## config.mk

```make
export PLATFORM = sky130hd
export DESIGN_NAME = npc_dist_cell
export DESIGN_NICKNAME = d
export VERILOG_FILES = /design/src/design/npc_pkg.sv /design/src/design/npc_dist_cell.sv
export SDC_FILE = /design/constraint.sdc
export NUM_CORES = 1
export LEC_CHECK = 0
export BUFFER_PORTS_ARGS = -buffer_cell sky130_fd_sc_hd__clkbuf_2
export CAP_MARGIN = 20
export CELL_PAD_IN_SITES_DETAIL_PLACEMENT = 1
export CELL_PAD_IN_SITES_GLOBAL_PLACEMENT = 2
export CORE_MARGIN = 2
export CORE_UTILIZATION = 43
export CTS_BUF_LIST = sky130_fd_sc_hd__clkbuf_8
export DETAILED_ROUTE_END_ITERATION = 10
export GPL_ROUTABILITY_DRIVEN = 0
export PLACE_DENSITY = 0.93
export SYNTH_ARGS = -nofsm -noshare
export SYNTH_HDL_FRONTEND = slang
export SYNTH_SLANG_ARGS = --single-unit
```

## constraint.sdc

```tcl
create_clock -name clk_i -period 0.83 [get_ports clk_i]
set_input_delay 0.0415 -clock clk_i [delete_from_list [all_inputs] [get_ports clk_i]]
set_output_delay 0.0415 -clock clk_i [all_outputs]
set_load 0.05 [all_outputs]
```

## src/design/npc_pkg.sv

```systemverilog
`timescale 1ns / 1ps
// -----------------------------------------------------------------------------
// npc_pkg
// Shared types and constants of the nearest point correspondence unit.
// -----------------------------------------------------------------------------
package npc_pkg;

  localparam int unsigned DistBits  = 50;
  localparam int unsigned CountBits = 11;
  localparam int unsigned SlotBits  = 10;
  localparam int unsigned CoarseBits = 16;

  localparam logic [DistBits-1:0] DistMax = {DistBits{1'b1}};
  localparam logic [DistBits-1:0] TolReset = DistBits'(43);

  typedef enum logic {
    CMD_LOAD  = 1'b0,
    CMD_MATCH = 1'b1
  } cmd_e;

  localparam logic CfgFineCount = 1'b0;
  localparam logic CfgTolerance = 1'b1;

  // token handed from one search cell to the next
  typedef struct packed {
    logic                valid;
    logic                last;
    logic [SlotBits-1:0] idx;
  } cell_ctl_t;

endpackage

```

## src/design/npc_dist_cell.sv

```systemverilog
`timescale 1ns / 1ps
// -----------------------------------------------------------------------------
// npc_dist_cell
// One cell of the distance chain: squares one coordinate difference and adds
// it to the partial sum handed in from the previous cell, saturating.
// -----------------------------------------------------------------------------
module npc_dist_cell import npc_pkg::*; #(
  parameter int unsigned COORD_BITS = 24
) (
  input  logic                         clk_i,
  input  logic                         rst_ni,
  input  cell_ctl_t                    ctl_i,
  input  logic [DistBits-1:0]          sum_i,
  input  logic signed [COORD_BITS-1:0] a_i,
  input  logic signed [COORD_BITS-1:0] b_i,
  output cell_ctl_t                    ctl_o,
  output logic [DistBits-1:0]          sum_o
);

  localparam int unsigned DiffBits = COORD_BITS + 1;
  localparam int unsigned SqBits   = 2 * COORD_BITS;
  localparam int unsigned AccBits  = (SqBits > DistBits ? SqBits : DistBits) + 1;

  logic signed [DiffBits-1:0] diff;
  logic [COORD_BITS-1:0]      mag;
  logic [SqBits-1:0]          sq;
  logic [AccBits-1:0]         acc;
  logic [DistBits-1:0]        sum_d;
  cell_ctl_t                  ctl_q;
  logic [DistBits-1:0]        sum_q;

  always_comb begin
    diff = DiffBits'(a_i) - DiffBits'(b_i);
    mag  = diff[DiffBits-1] ? COORD_BITS'(-diff) : COORD_BITS'(diff);
    // the magnitude of a COORD_BITS+1 difference can need COORD_BITS+1 bits
    sq   = (diff[DiffBits-1] && (COORD_BITS'(-diff) == '0) && diff != '0)
           ? SqBits'({1'b1, {COORD_BITS{1'b0}}}) * SqBits'({1'b1, {COORD_BITS{1'b0}}})
           : SqBits'(mag) * SqBits'(mag);
    acc  = AccBits'(sq) + AccBits'(sum_i);
    sum_d = (acc > AccBits'(DistMax)) ? DistMax : DistBits'(acc);
  end

  always_ff @(posedge clk_i or negedge rst_ni) begin
    if (!rst_ni) begin
      ctl_q <= '0;
    end else begin
      ctl_q <= ctl_i;
    end
  end

  always_ff @(posedge clk_i) begin
    sum_q <= sum_d;
  end

  assign ctl_o = ctl_q;
  assign sum_o = sum_q;

endmodule

```

==> metrics.md, run 1 <==
| Metric | Value |
|---|---|
| Netlist cell types | 79 |
| Sink Count | 62 |
| Clock Root Buffer | clkbuf_8 |
| Asr flop ratio synth | 19.35% |
| Post-Synthesis Cells | 2556 |
| Gr ovfl total | 113 |
| Stop Error | [ERROR GRT-0232] Routing congestion too high. Check the congestion heatmap in the GUI. |
| Longest Clk Path Bufs | 2 |
| Last stage | global routing |
| Seq cells post-synth | 62 |
| Outcome | aborted with a tool error |
| Ports | 174 |
| CTS Buf Count | 9 |
| Die W | 229.9 um |
| H-tree levels | 3 |
| EDFF count, synth | 0 |
| Die Y-Extent | 229.9 um |
| Synthesized Nets | 3334 |
| Seq/Total Area, Yosys | 5.930% |
| Post-GRT worst EP | sum_o[15]$_SDFF_PN1_/D |
| Largest net degree at the start of global routing | 29 |
| Starting Density | 43.65% |
| Type of pin the worst path ends at | register data pin |
| Total GRT Usage | 73.30% |
| Yosys warnings | 0 |
| Mapped Area | 21940 um2 |
| Post-Syn Area per Cell | 8.586 um2 |
| Num rows | 82 |
| Dominant synthesized flop cell | dfxtp_1 |
| I/O Buffers | 173 |
| Detail Placement HPWL | ~74 mm |
[synthesized netlist by cell type, drive strengths merged (4+ instances only)]
| library cell | n | share of area, % |
|---|---|---|
| xor2 | 57 | 2.3 |
| and4 | 8 | 0.32 |
| xnor2 | 81 | 3.3 |
| nor2b | 25 | 0.71 |
| nand4 | 13 | 0.40 |
| inv | 561 | 9.6 |
| nor3 | 19 | 0.43 |
| a211o | 6 | 0.24 |
| clkinv | 4 | 0.068 |
| a211oi | 15 | 0.51 |
| or2 | 8 | 0.23 |
| o21ai | 59 | 1.3 |
| dfxtp | 50 | 4.6 |
| nor3b | 4 | 0.16 |
| a311o | 5 | 0.23 |
| nor2 | 262 | 4.5 |
| and3 | 15 | 0.43 |
| o21a | 14 | 0.48 |
| nand3 | 29 | 0.68 |
| or3 | 8 | 0.23 |
| a21o | 64 | 2.2 |
| nand2b | 26 | 0.74 |
| and2 | 16 | 0.46 |
| clkbuf | 57 | 0.97 |
| nor4 | 6 | 0.17 |
| dfrtp | 12 | 1.4 |
| a2111oi | 4 | 0.19 |
| o21bai | 15 | 0.51 |
| o211ai | 7 | 0.24 |
| o31ai | 9 | 0.31 |
| nand2 | 229 | 3.9 |
| ha | 242 | 14 |
| a21oi | 110 | 2.5 |
| a31oi | 26 | 0.74 |
| fa | 424 | 39 |
| buf | 17 | 0.40 |
[timing repair]
action                                 CTS
resized for setup                      354
hold buffers                            14
setup buffers                           43
pin swaps                               70
endpoints found under the hold margin   25
setup endpoints to repair              112
cloned                                   3
[kinds of logic after synthesis]
group	synth area share (%)
buf+inv	11.04
compound gates	10.90
fa+ha+maj	52.48
flops	5.930
simple gates	13.79
mux	0.1882
xor+xnor	5.679
[routing by layer]
| metal | track usage, % | GRT overflow |
|---|---|---|
| met5 | 33.82 | 0 |
| met4 | 73.55 | 52 |
| met3 | 61.06 | 0 |
| met2 | 89.81 | 59 |
| met1 | 70.51 | 2 |
[through the flow]
step / instances / instance area (um2) / hold slack [ps] / setup slack [ps] / TNS, ps
2_1_floorplan: 2556 / 22660 / -254.1 / -10060 / -500020
3_3_place_gp: 3943 / 28790 / -80.85 / -10590 / -528500
3_5_place_dp: 3943 / 28790 / -54.94 / -11380 / -566730
4_1_cts: 4019 / 31120 / 0.2339 / -10490 / -527630
==> run 2: changes to the inputs <==
- CELL_PAD_IN_SITES_DETAIL_PLACEMENT: 1 -> unset
- CELL_PAD_IN_SITES_GLOBAL_PLACEMENT: 2 -> unset
- CORE_UTILIZATION: 43 -> 30
- CTS_BUF_LIST: sky130_fd_sc_hd__clkbuf_8 -> unset
- PLACE_DENSITY: 0.93 -> unset
- PLACE_DENSITY_LB_ADDON: unset -> 0.15
==> metrics.md, run 2 <==
| Metric | Value |
|---|---|
| Core outline area | 72710 um2 |
| Fin crit period | roughly 11000 ps |
| Worst Path Max Fanout | 6 |
| CP peak stage delay | 540 ps |
| Vias | 19890 |
| Crit Path Class | primary input to register |
| Highest-count cells in the layout ignoring fill and taps | buf_4 (627), inv_1 (534), fa_1 (409) |
| Vias in the first global route | 21300 |
| # DRC | 0 |
| Final std cells w/o fill | about 4300 |
| Max transition margin | 67.44% |
| Final Hold Viols | 0 |
| CTS tree | built |
| Clock Root Buffer | clkbuf_16 |
| Largest net degree at the start of global routing | 29 |
| Post-Route WL | 69.81 mm |
| Critical-path top delay cell | fa_2 |
| H-tree levels | 3 (unchanged) |
| # diodes | 0 |
| Fin Hold WS | 33.11 ps |
| Sink Count | 62 (unchanged) |
| Routed Antenna Nets | 0 |
| Ports | 174 (unchanged) |
| Dominant synthesized flop cell | dfxtp_1 |
| Seq cells post-synth | 62 (unchanged) |
| Die area | 75330 um2 |
| Setup slack after layout | -10160 ps |
| Detail Placement HPWL | 59.93 mm (-19%) |
| Total GRT Usage | 18.44% |
| Synth area leader | fa_1 |
| Netlist cell types | 79 (unchanged) |
| Worst setup EP type | register |
| Synth area leaders | fa_1 (39%), ha_1 (14%), inv_1 (9.6%), dfxtp_1 (4.6%), nor2_1 (4.5%) |
| Number of flip-flops in the largest register | 50 |
| Die W | 274.5 um (+19%) |
| Layout area overhead | 45.77% |
| Finished Core Util | between 40% and 50% |
| Seq/Total Area, Yosys | 5.930% (unchanged) |
| Most frequent CP cell | fa_2 |
| Antenna violations before repair | 0 |
| Max-slew violation count | 0 |
| Worst slew pin tran | slightly below 500 ps |
| CTS Buf Count | 9 (unchanged) |
| Share of layout cells above drive strength 1 | 34.86% |
| Hold WC Path Type | primary input to register |
| Req. time, crit path | 1110 ps |
| Mapped Area | 21940 um2 (unchanged) |
| Post-synth top cells | inv_1 (560), fa_1 (424), nor2_1 (262), ha_1 (242), nand2_1 (229) |
| Clk slew on worst S/H paths | ~60 ps |
| TritonRoute pass-1 iters | 5 |
| Num rows | 99 (+21%) |
| Startpoint Class | primary input |
| Starting Density | 30.18% (-13 points) |
| Post-Syn Area per Cell | 8.586 um2 (unchanged) |
| # nets final | 4135 |
| Die Y-Extent | 274.5 um (+19%) |
| Most common cell after layout, fill and taps aside | buf_4 |
| I/O Buffers | 173 (unchanged) |
| First-pass GRT wire length | 109.8 mm |
| MaxCap Viol Count | 0 |
| DR WL/cell | 16.16 um |
| Fin crit share | 1324% |
| Failing checks | negative setup slack |
| Yosys warnings | 0 (unchanged) |
| Longest Clk Path Bufs | 2 (unchanged) |
| Fmax | between 90 and 100 MHz |
| Placement Setup Slack | -11060 ps (+319.5 ps) |
| RSZ-0062 raised after global routing | yes |
| Setup-failing EPs final | 112 |
| Most common cell in the netlist | inv_1 |
| Vias per cell | about 4.6 |
| Synthesized Nets | 3334 (unchanged) |
| Gr ovfl total | 0 |
| DRT iter0 DRCs | 816 |
| Inst Count DP | 4217 (+6.9%) |
| Synth top area share | 38.68% (unchanged) |
| Post-Synthesis Cells | 2556 (unchanged) |
| Asr flop ratio synth | 19.35% (unchanged) |
| Outcome | finished, violations left |
| EDFF count, synth | 0 (unchanged) |
| Arr. time, crit path | ~11000 ps |
## run 2: cell counts after synthesis
Identical to the previous run, type by type.
## run 2: area by class of cell
| cell class | instances | area [um2] |
|---|---|---|
| Clock buffer | 9 | 225.2 |
| Fill cell | 7150 | 40720 |
| Tap cell | 959 | 1200 |
| Multi-Input combinational cell | 1855 | 19520 |
| Inverter | 565 | 2153 |
| Sequential cell | 62 | 1363 |
| Timing Repair Buffer | 864 | 7410 |
| Clock inverter | 7 | 121.4 |
## run 2: final timing paths
path	endpoint	slack, ps	depth (start not counted)	startpoint
setup / recovery	sum_o[44]	-10160	53	a_i[0]
hold / removal	sum_o[48]	30	3	sum_i[48]
max in group asynchronous	ctl_o[4]	450	2	rst_ni
min in group asynchronous	ctl_o[6]	140	2	rst_ni
## run 2: cell families after synthesis
family	Yosys count	synth area share [%]
mux	4	0.1882
flops	62	5.930
compound gates	369	10.90
fa+ha+maj	666	52.48
xor+xnor	139	5.679
buf+inv	639	11.04
simple gates	677	13.79
## run 2: through the flow
stage | setup TNS, ps | area [um2]
6_report | -509190 | 31990
2_1_floorplan | -500020 | 22660
5_1_grt | -533800 | 31990
4_1_cts | -516130 | 31000
3_3_place_gp | -535390 | 29000
3_5_place_dp | -551760 | 29000
## run 2: what timing repair did
action,CTS,global route
pin swaps,29,89
cloned,6,2
hold buffers,14,0
gates resized for setup,220,294
endpoints found under the setup margin,112,112
hold endpoints to repair,25,0
buffers inserted,43,24
## run 2: routing by layer
layer / part of all wire [%] / GRT usage [%] / vias to the layer above / wire length [um]
met3: 3.8 / 2.119 / 64 / 2652
met4: 1.5 / 2.860 / 0 / 1041
met1: 43 / 23.60 / 9890 / 29950
met2: 52 / 33.69 / 345 / 36170
met5: 0 / 0 / - / 0
li1: - / - / 9594 / -
## run 2: critical path: cells and delay by family
kind                     cells  cell delay (ps)
adder cells (fa/ha/maj)     11             4540
AO/OA/AOI/OAI               14             2900
buffers and inverters       12             1070
AND/OR/NAND/NOR             13             2140
XOR/XNOR                     3              560
Power of run 2 is not shown: default switching activity piles up to over one toggle a cycle in this logic, so the estimate is an artifact.
==> run 3: changes to the inputs <==
- CORE_UTILIZATION: 30 -> 55
==> metrics.md, run 3 (synthesis gave the netlist of run 2 again) <==
| Metric | Value |
|---|---|
| Share of layout cells above drive strength 1 | 35.82% (+0.95 points) |
| Worst Path Buf+Inv | 16 (+4) |
| First-pass GRT wire length | 120.1 mm (+9.3%) |
| MaxCap Viol Count | 0 (unchanged) |
| I/O Buffers | 173 (unchanged) |
| H-tree levels | 3 (unchanged) |
| # nets final | 4171 (+0.87%) |
| Crit path max-delay family | adder cells |
| Req. time, crit path | 1010 ps (-100 ps) |
| Core outline area | 39550 um2 (-46%) |
| Worst setup EP type | register |
| Arr. time, crit path | 12320 ps (+1050 ps) |
| Hold WC Path Type | primary input to register |
| Highest-count cells in the layout ignoring fill and taps | buf_4 (649), inv_1 (528), fa_1 (410) |
| Ports | 174 (unchanged) |
| Setup slack after layout | -11310 ps (-1145 ps) |
| Fin crit share | 1462% (+140 points) |
| Outcome | finished, violations left |
| Worst slew pin tran | 759.8 ps (+274.8 ps) |
| CTS Buf Count | 9 (unchanged) |
| DRT iter0 DRCs | 2366 (+190%) |
| Max-slew violation count | 0 (unchanged) |
| Critical-path top delay cell | fa_1 |
| Fin Hold WS | 58.35 ps (+25.24 ps) |
| Worst Path Max Fanout | 6 (unchanged) |
| Most common cell after layout, fill and taps aside | buf_4 |
| Vias per cell | 5.900 (+28%) |
| Detail Placement HPWL | 54.76 mm (-8.6%) |
| Largest net degree at the start of global routing | 29 (unchanged) |
| Die W | 203.8 um (-26%) |
| DR WL/cell | 21.77 um (+35%) |
| Die area | 41510 um2 (-45%) |
| Finished Core Util | 80.40% (+36 points) |
| Vias in the first global route | 24090 (+13%) |
| Failing checks | negative setup slack |
| Num rows | 73 (-26%) |
| Fin area | 31800 um2 (-0.60%) |
| Final Hold Viols | 0 (unchanged) |
| Startpoint Class | primary input |
| Fmax | 82.38 MHz (-9.4%) |
| Post-Route WL | 85.52 mm (+22%) |
| TritonRoute pass-1 iters | 7 (+2) |
| # DRC | 0 (unchanged) |
| Die Y-Extent | 203.8 um (-26%) |
| Crit Path Class | primary input to register |
| Fin crit period | 12140 ps (+1145 ps) |
| Max transition margin | 49.16% (-18 points) |
| Placed Area | 28430 um2 (-2.0%) |
| Hold Path Depth | 3 (unchanged) |
| Starting Density | 55.49% (+25 points) |
| Layout area overhead | 44.89% |
| Routed Antenna Nets | 0 (unchanged) |
| Antenna violations before repair | 5 (+5) |
| Vias | 23170 (+16%) |
| Most frequent CP cell | fa_1 |
| Clk slew on worst S/H paths | 70 ps (about the same) |
| CTS tree | built |
| Gr ovfl total | 0 (unchanged) |
| Total GRT Usage | 37.13% (+19 points) |
| RSZ-0062 raised after global routing | yes |
| Sink Count | 62 (unchanged) |
| Critical hold path startpoint | sum_i[1] |
| Clock Root Buffer | clkbuf_16 |
| Hold Path Sink | sum_o[1] |
| Setup-failing EPs final | 110 (-1.8%) |
| CP peak stage delay | 540 ps (about the same) |
| Number of flip-flops in the largest register | 50 (unchanged) |
| Longest Clk Path Bufs | 2 (unchanged) |
## run 3: what timing repair did
action                     CTS  global route
buffers inserted            73            36
hold endpoints to repair    25             0
pin swaps                  123            64
gates cloned                 7             1
hold buffers                14             0
gates resized for setup    379           123
setup endpoints to repair  112           112
## run 3: stage by stage
stage	instances	setup WS [ps]	setup TNS, ps
6_report	3928	-11310	-564250
2_1_floorplan	2556	-10060	-500020
4_1_cts	3890	-10080	-504950
3_5_place_dp	3783	-11010	-549020
5_1_grt	3925	-11700	-584460
3_3_place_gp	3783	-10810	-539650
## run 3: worst max-delay path by stage
stage	slack, ps	end	cells after the start	start
6_report	-11310	sum_o[26]	55	a_i[0]
5_1_grt	-11700	sum_o[26]	57	a_i[0]
4_1_cts	-10080	sum_o[0]	53	a_i[0]
3_5_place_dp	-11010	sum_o[6]	52	a_i[0]
3_3_place_gp	-10810	sum_o[1]	51	a_i[0]
2_1_floorplan	-10060	sum_o[10]	53	a_i[0]
## run 3: worst min-delay path, delay by kind of cell
kind | cells | cell delay (ps)
simple gates | 1 | 100
buf+inv | 1 | 100
fa+ha+maj | 1 | 120
## run 3: routing by layer
metal	global-route usage [%]	part of all wire [%]	vias to the layer above
met1	40.62	33	11240
met5	0	0.085	-
li1	-	-	9665
met4	24.32	9.1	2
met2	65.77	48	1628
met3	6.967	9.9	639
## run 3: cell type report
type / count / area [um2]
diodes: 5 / 12.51
clock inverters: 7 / 96.34
flip-flops and latches: 62 / 1365
repair buffers: 900 / 7727
multi-input cells: 1855 / 19560
clock buffers: 9 / 225.2
well taps: 525 / 656.9
fillers: 2218 / 7752
inverters: 565 / 2150
Power of run 3 is left out for the same reason.
