$ cat src/design/npc_pkg.sv
`timescale 1ns / 1ps
// -----------------------------------------------------------------------------
// npc_pkg
// Shared types and constants of the nearest point correspondence unit.
// -----------------------------------------------------------------------------
package npc_pkg;

  localparam int unsigned DistBits  = 50;
  localparam int unsigned CountBits = 11;
  localparam int unsigned SlotBits  = 10;
  localparam int unsigned CoarseBits = 16;

  localparam logic [DistBits-1:0] DistMax = {DistBits{1'b1}};
  localparam logic [DistBits-1:0] TolReset = DistBits'(43);

  typedef enum logic {
    CMD_LOAD  = 1'b0,
    CMD_MATCH = 1'b1
  } cmd_e;

  localparam logic CfgFineCount = 1'b0;
  localparam logic CfgTolerance = 1'b1;

  // token handed from one search cell to the next
  typedef struct packed {
    logic                valid;
    logic                last;
    logic [SlotBits-1:0] idx;
  } cell_ctl_t;

endpackage

$ cat src/design/npc_min_cell.sv
`timescale 1ns / 1ps
// -----------------------------------------------------------------------------
// npc_min_cell
// Last cell of the chain: keeps the running minimum and its index.
// -----------------------------------------------------------------------------
module npc_min_cell import npc_pkg::*; (
  input  logic                clk_i,
  input  logic                rst_ni,
  input  logic                first_i,
  input  cell_ctl_t           ctl_i,
  input  logic [DistBits-1:0] sum_i,
  output logic                done_o,
  output logic                seen_o,
  output logic [SlotBits-1:0] best_idx_o,
  output logic [DistBits-1:0] best_dist_o
);

  logic                seen_q;
  logic                done_q;
  logic [SlotBits-1:0] idx_q;
  logic [DistBits-1:0] dist_q;
  logic                take;

  // strict less keeps the lowest index on ties
  assign take = ctl_i.valid && (!seen_q || first_i || sum_i < dist_q);

  always_ff @(posedge clk_i or negedge rst_ni) begin
    if (!rst_ni) begin
      seen_q <= 1'b0;
      done_q <= 1'b0;
    end else begin
      done_q <= ctl_i.valid && ctl_i.last;
      if (ctl_i.valid) begin
        seen_q <= 1'b1;
      end else if (first_i) begin
        seen_q <= 1'b0;
      end
    end
  end

  always_ff @(posedge clk_i) begin
    if (take) begin
      idx_q  <= ctl_i.idx;
      dist_q <= sum_i;
    end
  end

  assign done_o      = done_q;
  assign seen_o      = seen_q;
  assign best_idx_o  = idx_q;
  assign best_dist_o = dist_q;

endmodule

$ cat config.mk
export PLATFORM = sky130hd
export DESIGN_NAME = npc_min_cell
export DESIGN_NICKNAME = d
export VERILOG_FILES = /design/src/design/npc_pkg.sv /design/src/design/npc_min_cell.sv
export SDC_FILE = /design/constraint.sdc
export NUM_CORES = 1
export LEC_CHECK = 0
export BUFFER_PORTS_ARGS = -buffer_cell sky130_fd_sc_hd__buf_4
export CAP_MARGIN = 20
export CORE_MARGIN = 2
export CORE_UTILIZATION = 48
export CTS_CLUSTER_DIAMETER = 60
export CTS_CLUSTER_SIZE = 14
export DETAILED_ROUTE_END_ITERATION = 7
export HOLD_SLACK_MARGIN = 0.1
export PLACE_DENSITY = 0.8
export RECOVER_POWER = 25
export SYNTH_ARGS = -nofsm -noshare
export SYNTH_HDL_FRONTEND = slang
export SYNTH_SLANG_ARGS = --single-unit
$ cat constraint.sdc
create_clock -name clk_i -period 7.2 [get_ports clk_i]
set_input_delay 1.44 -clock clk_i [delete_from_list [all_inputs] [get_ports clk_i]]
set_output_delay 1.44 -clock clk_i [all_outputs]
set_load 0.01 [all_outputs]
==> flow_metrics.env, run 1 <==
export IMPL_max_cap_viol_count=0
export IMPL_die_w_um=84.5
export IMPL_core_area_sq_mm=0.00631
export IMPL_track_usage=0.202
export IMPL_max_freq_mhz=284
export IMPL_numCtsBuffers=9
export IMPL_tightest_slew_ns=0.770
export IMPL_drive_gt1_frac=0.335
export IMPL_syn_nets=356
export IMPL_drv_slew=0
export IMPL_powerDensity_mw_per_mm2=199
export IMPL_drt_iter0_drc=98
export IMPL_critPathMaxStageDelay_ns=0.63
export IMPL_finalWirelength_mm=6.73
export IMPL_cpMostUsedCell="a21oi_1"
export IMPL_place_congestion=0.756
export IMPL_dp_hpwl_mm=5.30
export IMPL_avgSynthCellArea_sq_um=12.9
export IMPL_syn_inst=242
export IMPL_post_cts_buffers=0
export IMPL_slew_headroom=0.487
export IMPL_p_total_mw=0.851
export IMPL_fin_nets=494
export IMPL_final_cell_mix="buf_4, edfxtp_1, inv_1"
export IMPL_setup_violations=0
export IMPL_critPathTopFamily="buffers and inverters"
export IMPL_hp_class="reg2reg"
export IMPL_critPathSlowestCell="buf_4"
export IMPL_pin_count=127
export IMPL_final_common_cell="buf_4"
export IMPL_fin_crit_sh=0.489
export IMPL_via_per_inst=5.03
export IMPL_synth_cell_types=27
export IMPL_grt_ovfl_total=0
export IMPL_critPathCaptureType="register"
export IMPL_crit_fanout=60
export IMPL_start_util=0.493
export IMPL_cts_tree="yes"
export IMPL_vias=2323
export IMPL_min_period_ns=3.52
export IMPL_yosys_warnings=0
export IMPL_postCtsHoldBufs=0
export IMPL_crit_chain="clkbuf_4 > ha_1 > a21oi_1 > nand2_1 > a221oi_1 > o31ai_1 > a21oi_1 > nor3b_4 > buf_4"
export IMPL_cp_arrival_ns=3.49
export IMPL_cts_clk_slew_worst_paths_ns=0.06
export IMPL_cts_htree_levels=3
export IMPL_cts_resized=0
export IMPL_grt_pass1_wl_mm=11.2
export IMPL_port_buffer_count=126
export IMPL_netlist_area_sq_mm=0.00311
export IMPL_die_h_um=84.5
export IMPL_outcome="complete, no violations"
export IMPL_ctsLongestPathBuffers=2
export IMPL_fp_row_count=29
export IMPL_antenna_found_initial=0
export IMPL_synth_seq_cells=62
export IMPL_worstSetupStartpointType="primary input"
export IMPL_dieArea_sq_mm=0.00715
export IMPL_clock_sinks=62
export IMPL_drcViolationCount=0
export IMPL_yosysSeqAreaShare=0.595
export IMPL_grt_max_degree=61
export IMPL_required_ns=7.17
export IMPL_p_leak_nw=2.04
export IMPL_rsz0062_at_grt="no"
export IMPL_wire_per_inst_um=14.6
export IMPL_ir_drop_v=0.000116
export IMPL_area_growth_pct=37.5
export IMPL_worst_path_buf_inv=2
export IMPL_critPathKind="in2reg"
export IMPL_hold_viol_final=0
export IMPL_clk_latency_ns=0.35
export IMPL_grt_pass1_vias=2450
export IMPL_firstDrtPassIters=4
export IMPL_ant_nets=0
export IMPL_root_buffer="clkbuf_8"
export IMPL_finalSetupTns_ns=0
export IMPL_clock_skew_ns=0.0111
export IMPL_n_antenna_cell=0
==> Yosys cell counts <==
cell / instances / area (sq um)
inv_1: 50 / 188
nand3_1: 6 / 30.0
a21o_1: 1 / 7.51
dfrtp_1: 2 / 50.1
nor3b_1: 1 / 7.51
edfxtp_1: 60 / 1800
nor3_1: 2 / 10.0
a2bb2oi_1: 1 / 8.76
nor4_4: 1 / 21.3
and4_1: 1 / 8.76
o31ai_1: 1 / 7.51
o22ai_1: 1 / 6.26
o21ai_1: 1 / 5.00
and2_1: 1 / 6.26
a221oi_1: 3 / 26.3
a41oi_1: 1 / 8.76
nand4_1: 6 / 37.5
a211oi_1: 3 / 22.5
o21bai_1: 1 / 7.51
nand4_2: 1 / 12.5
a21boi_0: 1 / 7.51
ha_1: 49 / 613
nor2_1: 4 / 15.0
o21ai_0: 5 / 25.0
a21oi_1: 20 / 100
nand2b_1: 3 / 18.8
nand2_1: 16 / 60.1
==> per-layer routing <==
metal | global-route usage | share of wire | vias to the layer above
met2 | 0.321 | 0.50 | 80
met4 | 0.101 | 0.024 | 0
met3 | 0.0482 | 0.062 | 12
met5 | 0 | 0 | -
li1 | - | - | 1150
met1 | 0.260 | 0.41 | 1081
==> state kept, by name, indices dropped and copies added (netlist names) <==
register	flops
best_dist_o	50
seen_o	1
done_o	1
best_idx_o	10
==> tightest hold or removal path, cell delays in order, from the launching register on <==
cell,delay [ns]
dfrtp_1,0.35
nand2b_1,0.13
nand2b_1,0.10
==> cells by family after synthesis <==
logic type / share of synthesized area
fa+ha+maj: 0.197
compound gates: 0.0748
flops: 0.595
simple gates: 0.0732
buf+inv: 0.0603
==> power breakdown <==
group / switching, mW / internal, mW / leakage, nW
logic: 0.0775 / 0.0756 / 1.35
registers: 0.0110 / 0.426 / 0.604
clock network: 0.140 / 0.121 / 0.0784
==> layout make-up <==
type	instances	area (sq um)
Timing Repair Buffer	127	893
Tap cell	77	96.3
Fill cell	485	2030
Sequential cell	62	1850
Clock inverter	7	41.3
Multi-Input combinational cell	130	1080
Inverter	50	188
Clock buffer	9	124
==> path summary, 6_finish.rpt <==
| kind | slack [ns] | cells past startpoint | end | from |
|---|---|---|---|---|
| worst max-delay path | 3.68 | 9 | best_dist_o[33]$_DFFE_PP_ | sum_i[44] |
| worst min-delay path | 0.62 | 2 | seen_o$_DFFE_PN0P_ | seen_o$_DFFE_PN0P_ |
| worst max register to register | 4.50 | 9 | best_dist_o[33]$_DFFE_PP_ | best_dist_o[41]$_DFFE_PP_ |
| worst min register to register | 0.62 | 2 | seen_o$_DFFE_PN0P_ | seen_o$_DFFE_PN0P_ |
| max in group asynchronous | 6.18 | 1 | seen_o$_DFFE_PN0P_ | rst_ni |
| min in group asynchronous | 0.88 | 1 | done_o$_DFF_PN0_ | rst_ni |
==> metrics by stage <==
stage / instance area (sq um) / util / cells / hold slack, ns / setup slack, ns
5_1_grt: 4280 / 0.678 / 462 / 0.675 / 3.47
3_5_place_dp: 4170 / 0.661 / 446 / 0.616 / 3.32
4_1_cts: 4340 / 0.687 / 462 / 0.633 / 3.69
6_report: 4280 / 0.678 / 462 / 0.616 / 3.68
3_3_place_gp: 4170 / 0.661 / 446 / 0.606 / 3.32
2_1_floorplan: 3120 / - / 242 / 0.585 / 1.97
No activity file was read; power rests on OpenSTA's default activity.
==> run 2: changes to the inputs <==
ABC_AREA = 1   (was unset)
CORE_UTILIZATION = 44   (was 48)
PLACE_DENSITY = 0.76   (was 0.8)
clock period = 3.1 ns   (was 7.2 ns; I/O delays follow)
==> run 2 against run 1 <==
  * Critical path depth rose by 3
  * Sequential share of layout area fell by 2.3 points
  * Design area increased by 5.5%
  * Clock power increased to 2.5 times the previous value
  * Setup slack worse by 2.8 ns
  * Via count is 4.6% higher
  * Synthesized cell count rose by 22%
  * Critical endpoint is now best_dist_o[26]$_DFFE_PP_
==> flow_metrics.env, run 2 <==
export IMPL_wire_per_inst_um=12.3
export IMPL_syn_nets=410
export IMPL_fin_area_sq_mm=0.00451
export IMPL_drive_gt1_frac=0.326
export IMPL_cts_clk_slew_worst_paths_ns=0.07
export IMPL_antenna_found_initial=0
export IMPL_yosys_warnings=0
export IMPL_final_cell_mix="buf_4, inv_1, edfxtp_1"
export IMPL_cts_resized=0
export IMPL_die_h_um=90.2
export IMPL_syn_inst=296
export IMPL_drcViolationCount=0
export IMPL_yosys_top_cells_area="edfxtp_1, ha_1, inv_1, nand2_1, a21oi_1"
export IMPL_critPathKind="in2reg"
export IMPL_place_congestion=0.794
export IMPL_powerDensity_mw_per_mm2=456
export IMPL_drt_iter0_drc=75
export IMPL_hold_viol_final=0
export IMPL_synth_common_cells="inv_1, edfxtp_1, nand2_1"
export IMPL_crit_fanout=60
export IMPL_cts_tree="yes"
export IMPL_start_util=0.453
export IMPL_grt_max_degree=61
export IMPL_synth_seq_cells=62
export IMPL_yosysTopAreaCell="edfxtp_1"
export IMPL_worstSetupStartpointType="primary input"
export IMPL_final_common_cell="buf_4"
export IMPL_dp_hpwl_mm=5.27
export IMPL_pin_count=127
export IMPL_track_usage=0.167
export IMPL_n_antenna_cell=0
export IMPL_setup_violations=0
export IMPL_area_growth_pct=38.2
export IMPL_core_area_sq_mm=0.00721
export IMPL_clock_sinks=62
export IMPL_p_leak_nw=2.25
export IMPL_ctsLongestPathBuffers=2
export IMPL_netlist_area_sq_mm=0.00327
export IMPL_required_ns=3.10
export IMPL_fin_crit_sh=0.713
export IMPL_synth_cell_types=22
export IMPL_fp_row_count=31
export IMPL_clock_skew_ns=0.00795
export IMPL_ant_nets=0
export IMPL_die_w_um=90.2
export IMPL_drv_slew=0
export IMPL_n_fill_cell=620
export IMPL_yosysSeqAreaShare=0.567
export IMPL_outcome="complete, no violations"
export IMPL_synth_edf_count=60
export IMPL_ir_drop_v=0.000230
export IMPL_cp_arrival_ns=2.21
export IMPL_synth_top_cell_area_share=0.552
export IMPL_hp_class="in2reg"
export IMPL_rsz0062_at_grt="no"
export IMPL_firstDrtPassIters=4
export IMPL_cts_htree_levels=3
export IMPL_port_buffer_count=126
export IMPL_dpl_instance_area_sq_mm=0.00436
export IMPL_grt_pass1_vias=2480
export IMPL_yosysMostFrequentCell="inv_1"
export IMPL_via_per_inst=4.52
export IMPL_largest_register_ff_count=50
export IMPL_max_freq_mhz=453
export IMPL_slew_headroom=0.774
export IMPL_finalSetupTns_ns=0
export IMPL_max_cap_viol_count=0
export IMPL_grt_pass1_wl_mm=11.0
export IMPL_wl_met1_mm=2.84
export IMPL_avgSynthCellArea_sq_um=11.0
export IMPL_p_total_mw=2.06
export IMPL_tightest_slew_ns=0.339
export IMPL_numCtsBuffers=9
export IMPL_min_period_ns=2.21
export IMPL_root_buffer="clkbuf_8"
export IMPL_fin_nets=549
export IMPL_clk_latency_ns=0.33
export IMPL_finalWirelength_mm=6.63
export IMPL_met3WireLength_um=515
export IMPL_highest_signal_layer="met4"
export IMPL_final_util=0.626
export IMPL_grt_ovfl_total=0
export IMPL_wl_met2_mm=3.12
export IMPL_postSynth_asyncResetShare=0.0323
export IMPL_critPathCaptureType="register"
export IMPL_dieArea_sq_mm=0.00813
export IMPL_vias=2431
export IMPL_ys_flop_type="edfxtp_1"
run 2: changes by cell type after synthesis, moves of 3 or more:
cell      delta
nor2_1       +8
inv_1       +17
nand2_2      +3
nand2b_1     -3
a21oi_1      -3
a221oi_1     -3
a211oi_1     -3
nand2_1     +43
nand4_1      -5
run 2: metal layers:
layer / global-route usage / vias to the layer above
li1: - / 1256
met3: 0.0528 / 14
met5: 0 / -
met4: 0.0705 / 0
met1: 0.199 / 1072
met2: 0.278 / 89
run 2: worst max-delay path: stages:
cell and delay (ns):
clkbuf_4 0.12, ha_1 0.30, nand2_1 0.10, inv_2 0.04
nand2_1 0.06, nand2_1 0.04, a21oi_1 0.14, nand3_1 0.12
nand2_1 0.09, nand3_2 0.08, a21oi_4 0.15, buf_12 0.29
run 2: area by class of cell:
cell class | count | area, sq um | share of cell area
clock inverters | 5 | 51.3 | 0.0114
clock buffers | 10 | 128 | 0.0283
multi-input cells | 165 | 1160 | 0.257
repair buffers | 128 | 938 | 0.208
inverters | 69 | 259 | 0.0574
well taps | 99 | 124 | 0.0274
flip-flops and latches | 62 | 1850 | 0.410
run 2: path summary, 6_finish.rpt:
| check | start | slack [ns] | cells past startpoint | endpoint |
|---|---|---|---|---|
| min in group asynchronous | rst_ni | 0.62 | 2 | seen_o$_DFFE_PN0P_ |
| worst max-delay path | sum_i[17] | 0.89 | 12 | best_dist_o[26]$_DFFE_PP_ |
| worst min-delay path | sum_i[47] | 0.48 | 1 | best_dist_o[47]$_DFFE_PP_ |
| max in group asynchronous | rst_ni | 2.39 | 2 | done_o$_DFF_PN0_ |
| worst max register to register | best_dist_o[13]$_DFFE_PP_ | 0.92 | 12 | best_dist_o[26]$_DFFE_PP_ |
| worst min register to register | seen_o$_DFFE_PN0P_ | 0.55 | 2 | seen_o$_DFFE_PN0P_ |
run 2: report_power, final:
part | internal [mW] | switching [mW] | total (mW) | leakage [nW]
Clock | 0.361 | 0.296 | 0.657 | 0.0896
Sequential | 0.989 | 0.0264 | 1.02 | 0.604
Combinational | 0.187 | 0.198 | 0.384 | 1.56
Total | 1.54 | 0.520 | 2.06 | 2.25
run 2: kinds of logic after synthesis:
family / Yosys count / share of synthesized area
compound gates: 26 / 0.0444
fa+ha+maj: 49 / 0.188
simple gates: 90 / 0.121
flops: 62 / 0.567
buf+inv: 69 / 0.0793
run 2: per-stage QoR:
| stage | std cells | hold slack [ns] | setup WS (ns) |
|---|---|---|---|
| after global placement | 522 | 0.406 | 0.560 |
| after global routing | 538 | 0.468 | 0.765 |
| after floorplan | 296 | 0.324 | 0.175 |
| final | 538 | 0.483 | 0.891 |
| after detailed placement | 522 | 0.403 | 0.536 |
| after CTS | 538 | 0.452 | 0.878 |
run 2: what timing repair did:
action | in CTS | in global routing
endpoints found under the hold margin | 2 | 0
hold buffers | 1 | 0
setup endpoints to repair | 0 | 0
buffers inserted | 0 | 0
==> run 3: changes to the inputs <==
CORE_UTILIZATION = 49   (was 44)
PLACE_DENSITY = 0.8   (was 0.76)
clock period = 2.2 ns   (was 3.1 ns; I/O delays follow)
==> run 3 against run 2 <==
  * Highest routed layer unchanged
  * Sequential share of layout area is 3.6 points lower
  * Sequential power is 40% higher
  * Clock skew is 0.0018 ns higher
  * Via count is 9.2% higher
  * Total power is 50% higher
  * Critical path depth is 1 higher
  * Combinational power is 80% higher
  * Largest cell class unchanged
==> flow_metrics.env, run 3 (synthesis results as in run 2) <==
export IMPL_pin_count=127
export IMPL_slew_headroom=0.866
export IMPL_fp_row_count=29
export IMPL_drt_iter0_drc=72
export IMPL_n_fill_cell=436
export IMPL_ir_drop_v=0.000439
export IMPL_max_cap_viol_count=0
export IMPL_hold_slack_ns=0.293
export IMPL_cts_clk_slew_worst_paths_ns=0.07
export IMPL_setup_violations=0
export IMPL_drcViolationCount=0
export IMPL_min_period_ns=2.18
export IMPL_ctsLongestPathBuffers=2
export IMPL_wire_per_inst_um=14.9
export IMPL_final_common_cell="buf_4"
export IMPL_largest_register_ff_count=50
export IMPL_finalWirelength_mm=8.03
export IMPL_p_leak_nw=2.39
export IMPL_core_area_sq_mm=0.00639
export IMPL_hp_class="in2reg"
export IMPL_firstDrtPassIters=4
export IMPL_port_buffer_count=126
export IMPL_fin_crit_sh=0.991
export IMPL_vias=2655
export IMPL_via_per_inst=4.93
export IMPL_drive_gt1_frac=0.422
export IMPL_root_buffer="clkbuf_8"
export IMPL_drv_slew=0
export IMPL_outcome="complete, no violations"
export IMPL_final_cell_mix="buf_4, edfxtp_1, inv_1"
export IMPL_n_antenna_cell=0
export IMPL_crit_fanout=6
export IMPL_critPathKind="reg2reg"
export IMPL_ant_nets=0
export IMPL_cts_htree_levels=3
export IMPL_place_congestion=0.816
export IMPL_clock_sinks=62
export IMPL_track_usage=0.213
export IMPL_required_ns=2.26
export IMPL_area_growth_pct=51.4
export IMPL_clock_skew_ns=0.00974
export IMPL_die_w_um=85.6
export IMPL_grt_max_degree=24
export IMPL_rsz0062_at_grt="yes"
export IMPL_clk_latency_ns=0.34
export IMPL_dieArea_sq_mm=0.00733
export IMPL_worstSetupStartpointType="register"
export IMPL_dpl_instance_area_sq_mm=0.00444
export IMPL_numCtsBuffers=9
export IMPL_hold_viol_final=0
export IMPL_cp_arrival_ns=2.24
export IMPL_antenna_found_initial=0
export IMPL_max_freq_mhz=459
export IMPL_critPathCaptureType="register"
export IMPL_fin_area_sq_mm=0.00494
export IMPL_cts_tree="yes"
export IMPL_grt_ovfl_total=0
export IMPL_powerDensity_mw_per_mm2=624
export IMPL_fin_nets=571
export IMPL_grt_pass1_vias=2639
export IMPL_start_util=0.511
export IMPL_tightest_slew_ns=0.200
export IMPL_dp_hpwl_mm=5.78
export IMPL_grt_pass1_wl_mm=11.9
export IMPL_die_h_um=85.6
[run 3: changes by cell type in the layout (fill, tap and decap cells not counted), moves of 4 or more]
| cell | change |
|---|---|
| nand2_2 | +6 |
| clkbuf_1 | +4 |
| clkbuf_4 | -17 |
| inv_1 | -8 |
| inv_2 | +8 |
| ha_4 | +13 |
| nand2_1 | -6 |
| buf_4 | +29 |
| ha_1 | -13 |
[run 3: power by group]
part           leakage, nW  switching (mW)  internal, mW
sequential           0.604          0.0406          1.39
combinational         1.70           0.331         0.359
clock               0.0904           0.439         0.521
total                 2.39           0.811          2.27
[run 3: metal layers]
metal	wire length, um	GRT usage	up-vias
li1	-	-	1310
met1	3020	0.240	1213
met2	4160	0.366	107
met3	577	0.0664	25
met4	270	0.104	0
met5	0	0	-
[run 3: repair_timing]
action | 4_1_cts | 5_1_grt
setup endpoints to repair | 46 | 60
setup buffers | 5 | 7
gates resized for setup | 6 | 24
hold buffers | 1 | 0
endpoints found under the hold margin | 2 | 0
pin swaps | 3 | 16
cloned | 2 | 4
[run 3: worst max-delay path, stage by stage (launching register included)]
cell	delay [ns]
edfxtp_1	0.41
inv_1	0.09
ha_1	0.22
nand2_1	0.07
inv_1	0.05
nand2_1	0.07
nand2_2	0.06
a21oi_2	0.15
nand3_2	0.09
nand2_2	0.08
nand3_2	0.09
a21oi_4	0.17
buf_6	0.17
clkbuf_16	0.15
[run 3: path summary, 6_finish.rpt]
path                       slack (ns)                 startpoint  cells after the start                        end
max                              0.02  best_dist_o[12]$_DFFE_PP_                     13  best_dist_o[20]$_DFFE_PP_
min                              0.29                  sum_i[37]                      1  best_dist_o[37]$_DFFE_PP_
max reg2reg                      0.02  best_dist_o[12]$_DFFE_PP_                     13  best_dist_o[20]$_DFFE_PP_
min reg2reg                      0.57         seen_o$_DFFE_PN0P_                      2         seen_o$_DFFE_PN0P_
max in group asynchronous        1.69                     rst_ni                      2         seen_o$_DFFE_PN0P_
min in group asynchronous        0.43                     rst_ni                      2           done_o$_DFF_PN0_
[run 3: area by class of cell]
cell class                 count  area, sq um  area share
clock buffer                  12          135      0.0273
clock inverter                 4         47.5     0.00962
inverter                      69          259      0.0524
multi-input combinational    165         1360       0.275
sequential                    62         1850       0.375
tap                           77         96.3      0.0195
timing repair buffer         150         1190       0.241
[run 3: per-stage QoR]
stage	util	total power, mW	std cells	worst slack (ns)	setup TNS [ns]
2_1_floorplan	-	1.74	296	-0.531	-31.86
3_3_place_gp	0.695	2.02	505	-0.115	-6.32
3_5_place_dp	0.695	2.05	505	-0.158	-8.74
4_1_cts	0.744	3.05	529	-0.00852	-0.0747
5_1_grt	0.774	3.23	539	-0.0942	-4.20
6_report	0.774	3.08	539	0.0202	0
